## src/rtl/pid_duty_regulator_defines.svh

```systemverilog
// Assertion macros shared by the regulator RTL.
// No dependencies; expects clk and rst in the including module.
`ifndef PID_DUTY_REGULATOR_DEFINES_SVH
`define PID_DUTY_REGULATOR_DEFINES_SVH

// Same-cycle implication, quiet during reset.
`define PIDR_ASSERT_IMPL(label, ante, cons, msg) \
  label: assert property (@(posedge clk) disable iff (rst) (ante) |-> (cons)) \
    else $error(msg);

// Next-cycle implication, quiet during reset.
`define PIDR_ASSERT_NEXT(label, ante, cons, msg) \
  label: assert property (@(posedge clk) disable iff (rst) (ante) |=> (cons)) \
    else $error(msg);

`endif

```

## src/rtl/pidr_pkg.sv

```systemverilog
// Shared widths, register codes and bundle types for the PID duty regulator.
// No dependencies.
`default_nettype none

package pidr_pkg;

  localparam int TEMP_W    = 16;
  localparam int GAIN_W    = 16;
  localparam int DUTY_W    = 16;
  localparam int CTL_W     = 32;
  localparam int ERR_W     = TEMP_W + 1;            // exact setpoint - sample
  localparam int PROD_W    = GAIN_W + ERR_W;        // gain * error
  localparam int DIV_SHIFT = 12;                    // gains are in 1/4096
  localparam int SCL_W     = PROD_W - DIV_SHIFT;    // scaled term
  localparam int PD_W      = SCL_W + 1;             // P + D
  localparam int CFG_IDX_W = 3;
  localparam int CFG_DAT_W = 16;

  localparam logic [TEMP_W-1:0] SETPOINT_RESET = 16'd448;
  localparam logic [DUTY_W-1:0] DUTY_MAX_RESET = 16'd999;

  typedef enum logic [CFG_IDX_W-1:0] {
    REG_GAIN_P   = 3'd0,
    REG_GAIN_I   = 3'd1,
    REG_GAIN_D   = 3'd2,
    REG_SETPOINT = 3'd3,
    REG_DUTY_MIN = 3'd4,
    REG_DUTY_MAX = 3'd5
  } reg_idx_t;

  typedef struct packed {
    logic signed [GAIN_W-1:0] gain_p;
    logic signed [GAIN_W-1:0] gain_i;
    logic signed [GAIN_W-1:0] gain_d;
    logic signed [TEMP_W-1:0] setpoint;
    logic        [DUTY_W-1:0] duty_min;
    logic        [DUTY_W-1:0] duty_max;
  } cfg_t;

  typedef struct packed {
    logic signed [ERR_W-1:0] err;
    logic signed [ERR_W-1:0] delta;
  } diff_t;

  typedef struct packed {
    logic signed [SCL_W-1:0] i_term;
    logic signed [PD_W-1:0]  pd_term;
  } terms_t;

endpackage

`default_nettype wire

```

## src/rtl/pidr_front.sv

```systemverilog
// Input stage: sample register, previous-sample tracking, error and delta.
// Depends on pidr_pkg and pid_duty_regulator_defines.svh.
`default_nettype none
`include "pid_duty_regulator_defines.svh"

module pidr_front import pidr_pkg::*; (
  input  wire logic                     clk,
  input  wire logic                     rst,
  input  wire cfg_t                     cfg,
  input  wire logic                     in_valid,
  output logic                          in_stall,
  input  wire logic signed [TEMP_W-1:0] temperature,
  output logic                          diff_valid,
  input  wire logic                     diff_ready,
  output diff_t                         diff
);

  logic signed [TEMP_W-1:0] previous_temperature;
  logic                     have_previous;
  logic                     s1_valid;
  diff_t                    s1_diff;
  diff_t                    diff_next;
  logic signed [TEMP_W-1:0] prev_sel;
  logic                     take;

  assign in_stall = s1_valid && !diff_ready;
  assign take     = in_valid && !in_stall;

  // first sample stands in for its own predecessor
  assign prev_sel = have_previous ? previous_temperature : temperature;

  always_comb begin
    diff_next.err   = ERR_W'(cfg.setpoint) - ERR_W'(temperature);
    diff_next.delta = ERR_W'(prev_sel) - ERR_W'(temperature);
  end

  always_ff @(posedge clk) begin
    if (rst) begin
      s1_valid             <= 1'b0;
      have_previous        <= 1'b0;
      previous_temperature <= '0;
    end else begin
      if (take) begin
        s1_valid             <= 1'b1;
        have_previous        <= 1'b1;
        previous_temperature <= temperature;
      end else if (diff_ready) begin
        s1_valid <= 1'b0;
      end
    end
  end

  always_ff @(posedge clk) begin
    if (take) begin
      s1_diff <= diff_next;
    end
  end

  assign diff_valid = s1_valid;
  assign diff       = s1_diff;

  `PIDR_ASSERT_NEXT(a_first_delta_zero, take && !have_previous, s1_diff.delta == '0, "first sample gave nonzero delta")

endmodule

`default_nettype wire

```

## src/rtl/pidr_gain.sv

```systemverilog
// Gain stages: product register, then truncating 1/4096 scale and P+D sum.
// Depends on pidr_pkg.
`default_nettype none

module pidr_gain import pidr_pkg::*; (
  input  wire logic  clk,
  input  wire logic  rst,
  input  wire cfg_t  cfg,
  input  wire logic  diff_valid,
  output logic       diff_ready,
  input  wire diff_t diff,
  output logic       terms_valid,
  input  wire logic  terms_ready,
  output terms_t     terms
);

  logic                     s2_valid;
  logic signed [PROD_W-1:0] prod_p;
  logic signed [PROD_W-1:0] prod_i;
  logic signed [PROD_W-1:0] prod_d;
  logic                     s3_valid;
  terms_t                   s3_terms;
  terms_t                   terms_next;
  logic                     s2_ready;
  logic                     s3_ready;
  logic                     s2_take;
  logic                     s3_take;
  logic signed [SCL_W-1:0]  scl_p;
  logic signed [SCL_W-1:0]  scl_d;

  // divide by 2^DIV_SHIFT, rounding toward zero
  function automatic logic signed [SCL_W-1:0] scale_trunc(input logic signed [PROD_W-1:0] p);
    logic signed [PROD_W-1:0] biased;
    biased = p + {{(PROD_W-DIV_SHIFT){1'b0}}, {DIV_SHIFT{p[PROD_W-1]}}};
    return SCL_W'(biased >>> DIV_SHIFT);
  endfunction

  assign s3_ready   = !s3_valid || terms_ready;
  assign s2_ready   = !s2_valid || s3_ready;
  assign diff_ready = s2_ready;
  assign s2_take    = diff_valid && s2_ready;
  assign s3_take    = s2_valid && s3_ready;

  always_comb begin
    scl_p              = scale_trunc(prod_p);
    scl_d              = scale_trunc(prod_d);
    terms_next.i_term  = scale_trunc(prod_i);
    terms_next.pd_term = PD_W'(scl_p) + PD_W'(scl_d);
  end

  always_ff @(posedge clk) begin
    if (rst) begin
      s2_valid <= 1'b0;
      s3_valid <= 1'b0;
    end else begin
      if (s2_take) begin
        s2_valid <= 1'b1;
      end else if (s3_ready) begin
        s2_valid <= 1'b0;
      end
      if (s3_take) begin
        s3_valid <= 1'b1;
      end else if (terms_ready) begin
        s3_valid <= 1'b0;
      end
    end
  end

  always_ff @(posedge clk) begin
    if (s2_take) begin
      prod_p <= PROD_W'(cfg.gain_p) * PROD_W'(diff.err);
      prod_i <= PROD_W'(cfg.gain_i) * PROD_W'(diff.err);
      prod_d <= PROD_W'(cfg.gain_d) * PROD_W'(diff.delta);
    end
    if (s3_take) begin
      s3_terms <= terms_next;
    end
  end

  assign terms_valid = s3_valid;
  assign terms       = s3_terms;

endmodule

`default_nettype wire

```

## src/rtl/pidr_accum.sv

```systemverilog
// Result stage: saturating integral, control sum, clamped duty, output register.
// Depends on pidr_pkg and pid_duty_regulator_defines.svh.
`default_nettype none
`include "pid_duty_regulator_defines.svh"

module pidr_accum import pidr_pkg::*; (
  input  wire logic                    clk,
  input  wire logic                    rst,
  input  wire cfg_t                    cfg,
  input  wire logic                    terms_valid,
  output logic                         terms_ready,
  input  wire terms_t                  terms,
  output logic                         out_valid,
  input  wire logic                    out_stall,
  output logic        [DUTY_W-1:0]     duty,
  output logic signed [CTL_W-1:0]      control_value
);

  localparam int SUM_W = CTL_W + 2;

  logic signed [CTL_W-1:0] integral_sum;
  logic        [DUTY_W-1:0] current_duty;
  logic signed [CTL_W-1:0] ctl_reg;
  logic                    res_valid;
  logic                    take;
  logic signed [CTL_W:0]   integ_wide;
  logic signed [CTL_W-1:0] integral_sum_next;
  logic signed [CTL_W:0]   ctl_wide;
  logic signed [CTL_W-1:0] ctl_next;
  logic signed [SUM_W-1:0] duty_sum;
  logic signed [SUM_W-1:0] lim_max;
  logic signed [SUM_W-1:0] lim_min;
  logic signed [SUM_W-1:0] clamped;
  logic        [DUTY_W-1:0] current_duty_next;

  function automatic logic signed [CTL_W-1:0] sat_ctl(input logic signed [CTL_W:0] v);
    if (v[CTL_W] != v[CTL_W-1]) begin
      return v[CTL_W] ? {1'b1, {(CTL_W-1){1'b0}}} : {1'b0, {(CTL_W-1){1'b1}}};
    end
    return v[CTL_W-1:0];
  endfunction

  assign terms_ready = !res_valid || !out_stall;
  assign take        = terms_valid && terms_ready;

  always_comb begin
    integ_wide        = (CTL_W+1)'(integral_sum) + (CTL_W+1)'(terms.i_term);
    integral_sum_next = sat_ctl(integ_wide);
    ctl_wide          = (CTL_W+1)'(integral_sum_next) + (CTL_W+1)'(terms.pd_term);
    ctl_next          = sat_ctl(ctl_wide);
    duty_sum          = $signed({{(SUM_W-DUTY_W){1'b0}}, current_duty}) + SUM_W'(ctl_next);
    lim_max           = $signed({{(SUM_W-DUTY_W){1'b0}}, cfg.duty_max});
    lim_min           = $signed({{(SUM_W-DUTY_W){1'b0}}, cfg.duty_min});
    // upper clamp first, lower last: crossed limits settle on duty_min
    clamped           = (duty_sum > lim_max) ? lim_max : duty_sum;
    if (clamped < lim_min) begin
      clamped = lim_min;
    end
    current_duty_next = clamped[DUTY_W-1:0];
  end

  always_ff @(posedge clk) begin
    if (rst) begin
      res_valid    <= 1'b0;
      integral_sum <= '0;
      current_duty <= '0;
    end else begin
      if (take) begin
        res_valid    <= 1'b1;
        integral_sum <= integral_sum_next;
        current_duty <= current_duty_next;
      end else if (!out_stall) begin
        res_valid <= 1'b0;
      end
    end
  end

  always_ff @(posedge clk) begin
    if (take) begin
      ctl_reg <= ctl_next;
    end
  end

  assign out_valid     = res_valid;
  assign duty          = current_duty;
  assign control_value = ctl_reg;

  `PIDR_ASSERT_NEXT(a_duty_in_limits, take && (cfg.duty_min <= cfg.duty_max), (duty >= $past(cfg.duty_min)) && (duty <= $past(cfg.duty_max)), "duty outside limits")
  `PIDR_ASSERT_NEXT(a_duty_crossed, take && (cfg.duty_min > cfg.duty_max), duty == $past(cfg.duty_min), "crossed limits did not give duty_min")

endmodule

`default_nettype wire

```

## src/rtl/pid_duty_regulator.sv

```systemverilog
// Top level of the PID duty regulator: configuration registers and the pipeline.
// Depends on pidr_pkg, pidr_front, pidr_gain, pidr_accum and the defines header.
//
// One channel of a PID temperature regulator driving a PWM duty. Each input beat
// is a signed temperature sample in 1/16 degree units; each sample yields exactly
// one output beat with the new duty (clamped to duty_min..duty_max, the upper
// limit applied first) and the control value P + D + integral, saturated to 32
// bits. P and I act on setpoint minus sample, D on previous minus current sample
// (zero on the first sample after reset); every gain product is divided by 4096
// rounding toward zero and the integral saturates at the 32-bit bounds. The block
// is a four-stage pipeline (sample/difference register, product register, scaled
// term register, result register) and accepts one sample per clock while
// in_stall is low. The rate is held by the result stage, where the integral and
// duty update feeds back on itself from one sample to the next. in_stall rises
// only when all four stages are full and the output is
// stalled. Configuration writes (cfg_index 0..5: gain_p, gain_i, gain_d,
// setpoint, duty_min, duty_max; other indexes ignored) are always taken and must
// be made while no sample is in flight.
`default_nettype none
`include "pid_duty_regulator_defines.svh"

module pid_duty_regulator import pidr_pkg::*; (
  input  wire logic                        clk,
  input  wire logic                        rst,
  input  wire logic                        cfg_valid,
  output logic                             cfg_ready,
  input  wire logic        [CFG_IDX_W-1:0] cfg_index,
  input  wire logic        [CFG_DAT_W-1:0] cfg_data,
  input  wire logic                        in_valid,
  output logic                             in_stall,
  input  wire logic signed [TEMP_W-1:0]    temperature,
  output logic                             out_valid,
  input  wire logic                        out_stall,
  output logic             [DUTY_W-1:0]    duty,
  output logic signed      [CTL_W-1:0]     control_value
);

  cfg_t   cfg;
  logic   diff_valid;
  logic   diff_ready;
  diff_t  diff;
  logic   terms_valid;
  logic   terms_ready;
  terms_t terms;

  assign cfg_ready = 1'b1;

  // register file; unknown indexes fall through
  always_ff @(posedge clk) begin
    if (rst) begin
      cfg.gain_p   <= '0;
      cfg.gain_i   <= '0;
      cfg.gain_d   <= '0;
      cfg.setpoint <= SETPOINT_RESET;
      cfg.duty_min <= '0;
      cfg.duty_max <= DUTY_MAX_RESET;
    end else if (cfg_valid && cfg_ready) begin
      unique case (reg_idx_t'(cfg_index))
        REG_GAIN_P:   cfg.gain_p   <= cfg_data;
        REG_GAIN_I:   cfg.gain_i   <= cfg_data;
        REG_GAIN_D:   cfg.gain_d   <= cfg_data;
        REG_SETPOINT: cfg.setpoint <= cfg_data;
        REG_DUTY_MIN: cfg.duty_min <= cfg_data;
        REG_DUTY_MAX: cfg.duty_max <= cfg_data;
        default: begin
        end
      endcase
    end
  end

  pidr_front u_front (
    .clk         (clk),
    .rst         (rst),
    .cfg         (cfg),
    .in_valid    (in_valid),
    .in_stall    (in_stall),
    .temperature (temperature),
    .diff_valid  (diff_valid),
    .diff_ready  (diff_ready),
    .diff        (diff)
  );

  pidr_gain u_gain (
    .clk         (clk),
    .rst         (rst),
    .cfg         (cfg),
    .diff_valid  (diff_valid),
    .diff_ready  (diff_ready),
    .diff        (diff),
    .terms_valid (terms_valid),
    .terms_ready (terms_ready),
    .terms       (terms)
  );

  pidr_accum u_accum (
    .clk           (clk),
    .rst           (rst),
    .cfg           (cfg),
    .terms_valid   (terms_valid),
    .terms_ready   (terms_ready),
    .terms         (terms),
    .out_valid     (out_valid),
    .out_stall     (out_stall),
    .duty          (duty),
    .control_value (control_value)
  );

  // input backpressure only when the whole pipe is full behind a stalled output
  `PIDR_ASSERT_IMPL(a_stall_only_when_full, in_stall, out_valid && out_stall && diff_valid && terms_valid, "input stalled with room in pipeline")

endmodule

`default_nettype wire
```

## config.mk

```make
export PLATFORM = sky130hd
export DESIGN_NAME = pid_duty_regulator
export DESIGN_NICKNAME = d
export VERILOG_FILES = /design/src/rtl/pidr_pkg.sv /design/src/rtl/pidr_front.sv /design/src/rtl/pidr_gain.sv /design/src/rtl/pidr_accum.sv /design/src/rtl/pid_duty_regulator.sv
export VERILOG_INCLUDE_DIRS = /design/src /design/src/rtl
export SDC_FILE = /design/constraint.sdc
export NUM_CORES = 2
export LEC_CHECK = 0
export BUFFER_PORTS_ARGS = -buffer_cell sky130_fd_sc_hd__clkbuf_2
export CORE_ASPECT_RATIO = 1.25
export CORE_MARGIN = 5
export CORE_UTILIZATION = 50
export CTS_CLUSTER_DIAMETER = 40
export DETAILED_ROUTE_END_ITERATION = 12
export PLACE_DENSITY_LB_ADDON = 0.25
export SYNTH_ARGS = -nofsm -noshare
export SYNTH_HDL_FRONTEND = slang
export SYNTH_HIERARCHICAL = 1
export SYNTH_SLANG_ARGS = --single-unit
```

## constraint.sdc

```tcl
create_clock -name clk -period 15.7 [get_ports clk]
set_input_delay 0.785 -clock clk [delete_from_list [all_inputs] [get_ports clk]]
set_output_delay 0.785 -clock clk [all_outputs]
set_load 0.03 [all_outputs]
```

==> reports/metrics.csv <==
stage;metric;value;unit
run_status;status;complete, no violations;
cells_and_area;design area;58600;sq um
setup_path;cell class contributing the biggest share of worst-path delay;compound AO/OA/AOI/OAI gates;
synthesis;main area contributors after synthesis;fa_1, edfxtp_1, ha_1, inv_1, dfxtp_1;
cells_and_area;fillers;9947;
route;Avg WL per Cell;19.9;um
synthesis;synthesis-stage register bit count;373;
synthesis;Post-Syn Area;54600;sq um
floorplanning;Starting Density;0.504;
clocking;hold buffer count at cts;0;
floorplanning;Die Y;380;um
setup_path;CP startpoint;u_gain/terms[22];
place;PortBufs;89;
cells_and_area;synthesis-to-layout area growth;7.22;%
clocking;Clock Latency Late Sink;620;ps
route;DRT iter0 DRCs;2210;
floorplanning;width of the chip;306;um
job;Max Cap Viol;0;
clocking;Root Buffer;clkbuf_16;
setup_path;Largest stage delay, worst path;510;ps
sta;Final Hold Fails;0;
clocking;Sink Count;373;
sta;Slew Viols, Final;0;
power;Power Density;73.6;nW/um^2
clocking;CTS Buffer Depth;3;
synthesis;synth warn;6;
clocking;TritonCTS Buffers;66;
synthesis;Post-synth top flop;edfxtp_1;
worst_hold_path;Hold Path Origin;temperature[10];
cells_and_area;register area;9550;sq um
synthesis;syn_nets;7199;
clocking;clock slew at reported path FFs;60;ps
place;GPL Wtd Cong;0.906;
global_routing;initial antenna violation count;8;
sta;worst-margin pin slew;1280;ps
worst_hold_path;Min-Delay Path Class;input port to flip-flop;
cells_and_area;area of the multi-input gates;40300;sq um
synthesis;count leader, synth;inv_1;
cells_and_area;nets;7177;
floorplanning;die area;116000;sq um
setup_path;CP startpoint kind;flip-flop;
synthesis;number of flops mapped to enable cells by yosys;208;
setup_path;critical path fanouts, max;35;
route;number of remaining DRC errors;0;
route;total wire length;146000;um
sta;Max transition margin;0.139;
route;First-pass DRT Iterations;5;
setup_path;WS Path Type;flip-flop to flip-flop;
sta;final setup vio count;0;
route;antenna-violating nets left;0;
synthesis;ys async rst share;0;
synthesis;Synth cell types;115;
global_routing;GRT overflow;0;
setup_path;reg2reg start;u_gain/terms[22];
place;HPWL Detailed;115000;um
floorplanning;boundary pin count;91;
worst_hold_path;Hold Path Cell Cnt;3;
route;Vias;40700;
power;VDD IR-drop max;75.2;uV
sta;fin crit period;14540;ps
global_routing;largest net degree at the start of global routing;81;
setup_path;cells on worst reg2reg path;62;
global_routing;vias in the first global route;43100;
clocking;CTS tree;built;
setup_path;Crit. path cell count;62;
setup_path;Worst Path Arrival;15070;ps
sta;crit share post-route;0.926;
synthesis;Avg Inst Size Synth;9.30;sq um
setup_path;Most common cell on crit path;a21oi_1;
floorplanning;Core ar.;108000;sq um
clocking;H-tree levels;3;
sta;fmax;0.0688;GHz
sta;setup TNS;0;ps
synthesis;post-synth top area share;0.306;
route;via density per instance;5.54;
setup_path;Critical Path RT;16230;ps
sta;clock skew;26.2;ps
place;Placed Area;56300;sq um
global_routing;first-pass GRT wire length;235000;um
floorplanning;cell row count;135;
synthesis;commonest cells in the netlist;inv_1, fa_1, nand2_1;
cells_and_area;layout cells sized above 1;0.0577;
synthesis;Synth Instances;5876;
sta;RSZ-0062 raised after global routing;no;
setup_path;CP max-delay cell;or4b_4;
setup_path;CP bufs+invs;2;
global_routing;Tot GR Track Use;0.254;
synthesis;area leader, netlist;fa_1;
synthesis;post-synthesis sequential area ratio;0.175;
power;leakage;28.6;nW
setup_path;CP endpoint kind;flip-flop;
## kinds of logic (layout without fill, tap and decap cells)
kind of cell               count (synthesis)  in the layout  share of synthesized area
and+or+nand+nor                         1768           1768                      0.164
adders and majority gates               1288           1288                      0.409
buffers and inverters                   1237           1269                     0.0870
AOI/OAI and AO/OA                        812            812                     0.0983
DFF                                      373            373                      0.175
xor gates and xnor gates                 277            277                     0.0444
muxes                                    120            120                     0.0224
other                                      1              5                  0.0000687
## layer usage
layer  wire, um  vias up  GRT usage
met2      71900     1076      0.439
met5         52        -          0
met4       6710        8      0.105
li1           -    18800          -
met1      60200    20500      0.321
met3       7530      323     0.0355
## layout make-up
| class | instances | area share |
|---|---|---|
| inverter | 1012 | 0.0649 |
| multi-input combinational | 4266 | 0.689 |
| tap | 1438 | 0.0307 |
| clock buffer | 75 | 0.0304 |
| timing repair buffer | 135 | 0.0137 |
| clock inverter | 47 | 0.00823 |
| antenna | 4 | 0.000171 |
| sequential | 373 | 0.163 |
## power by group
part / leakage [nW] / internal, W / total [W] / switching, W
Combinational: 24.2 / 0.000605 / 0.00162 / 0.00101
Sequential: 3.30 / 0.00114 / 0.00124 / 0.000103
Clock: 1.09 / 0.000888 / 0.00145 / 0.000562
Total: 28.6 / 0.00263 / 0.00431 / 0.00168
## state kept, by name, summed over array words and instances (netlist names)
name                          flops
u_front/previous_temperature     16
u_accum/integral_sum             32
u_gain/prod_d                    33
u_front/diff                     34
cfg                              96
u_gain/terms_valid                1
u_accum/control_value            32
u_gain/terms                     43
u_gain/prod_i                    33
u_front/diff_valid                1
u_gain/prod_p                    33
u_front/have_previous             1
u_accum/duty                     16
u_gain/s2_valid                   1
u_accum/out_valid                 1
## worst paths after layout
check	end	slack [ps]
min reg2reg	u_front/previous_temperature[13]	450
min	u_front/previous_temperature[10]	410
max	u_accum/duty[13]	1160
max reg2reg	u_accum/duty[13]	1160
## tightest hold or removal path, cell delays in order
cell and delay (ps):
clkbuf_2 90, nand2_1 50, a21oi_1 50
## layout by cell type (no fill, tap or decap), drive strengths merged, types with 12 or more instances in the layout
master	instances
a211oi	20
a21o	99
a21oi	258
a31o	12
a31oi	28
and2	406
and3	27
and4	19
buf	47
clkbuf	163
clkinv	24
dfxtp	165
edfxtp	208
fa	834
ha	449
inv	1025
mux2	15
mux2i	105
nand2	606
nand2b	148
nand3	75
nand3b	12
nand4	56
nor2	269
nor2b	35
nor3	53
o211ai	23
o21a	40
o21ai	175
o21bai	25
o31ai	19
or3	17
xnor2	196
xor2	81
## stage by stage
stage | instances | hold WS [ps] | utilization | total power (W) | setup slack, ps
global route | 7346 | 412 | 0.540 | 0.00457 | 43.3
finish | 7350 | 414 | 0.540 | 0.00431 | 1160
detailed placement | 7223 | 447 | 0.519 | 0.00286 | 1190
global placement | 7223 | 442 | 0.519 | 0.00284 | 1450
CTS | 7345 | 376 | 0.540 | 0.00433 | 1110
floorplan | 5876 | 436 | - | 0.00237 | 2660
## repair_timing
item / 4_1_cts / 5_1_grt
setup endpoints to repair: 0 / 3
buffers inserted: 0 / 0
hold endpoints to repair: 0 / 0
gates resized for setup: 0 / 3
Note: power is estimated with default switching activity, not from simulation.
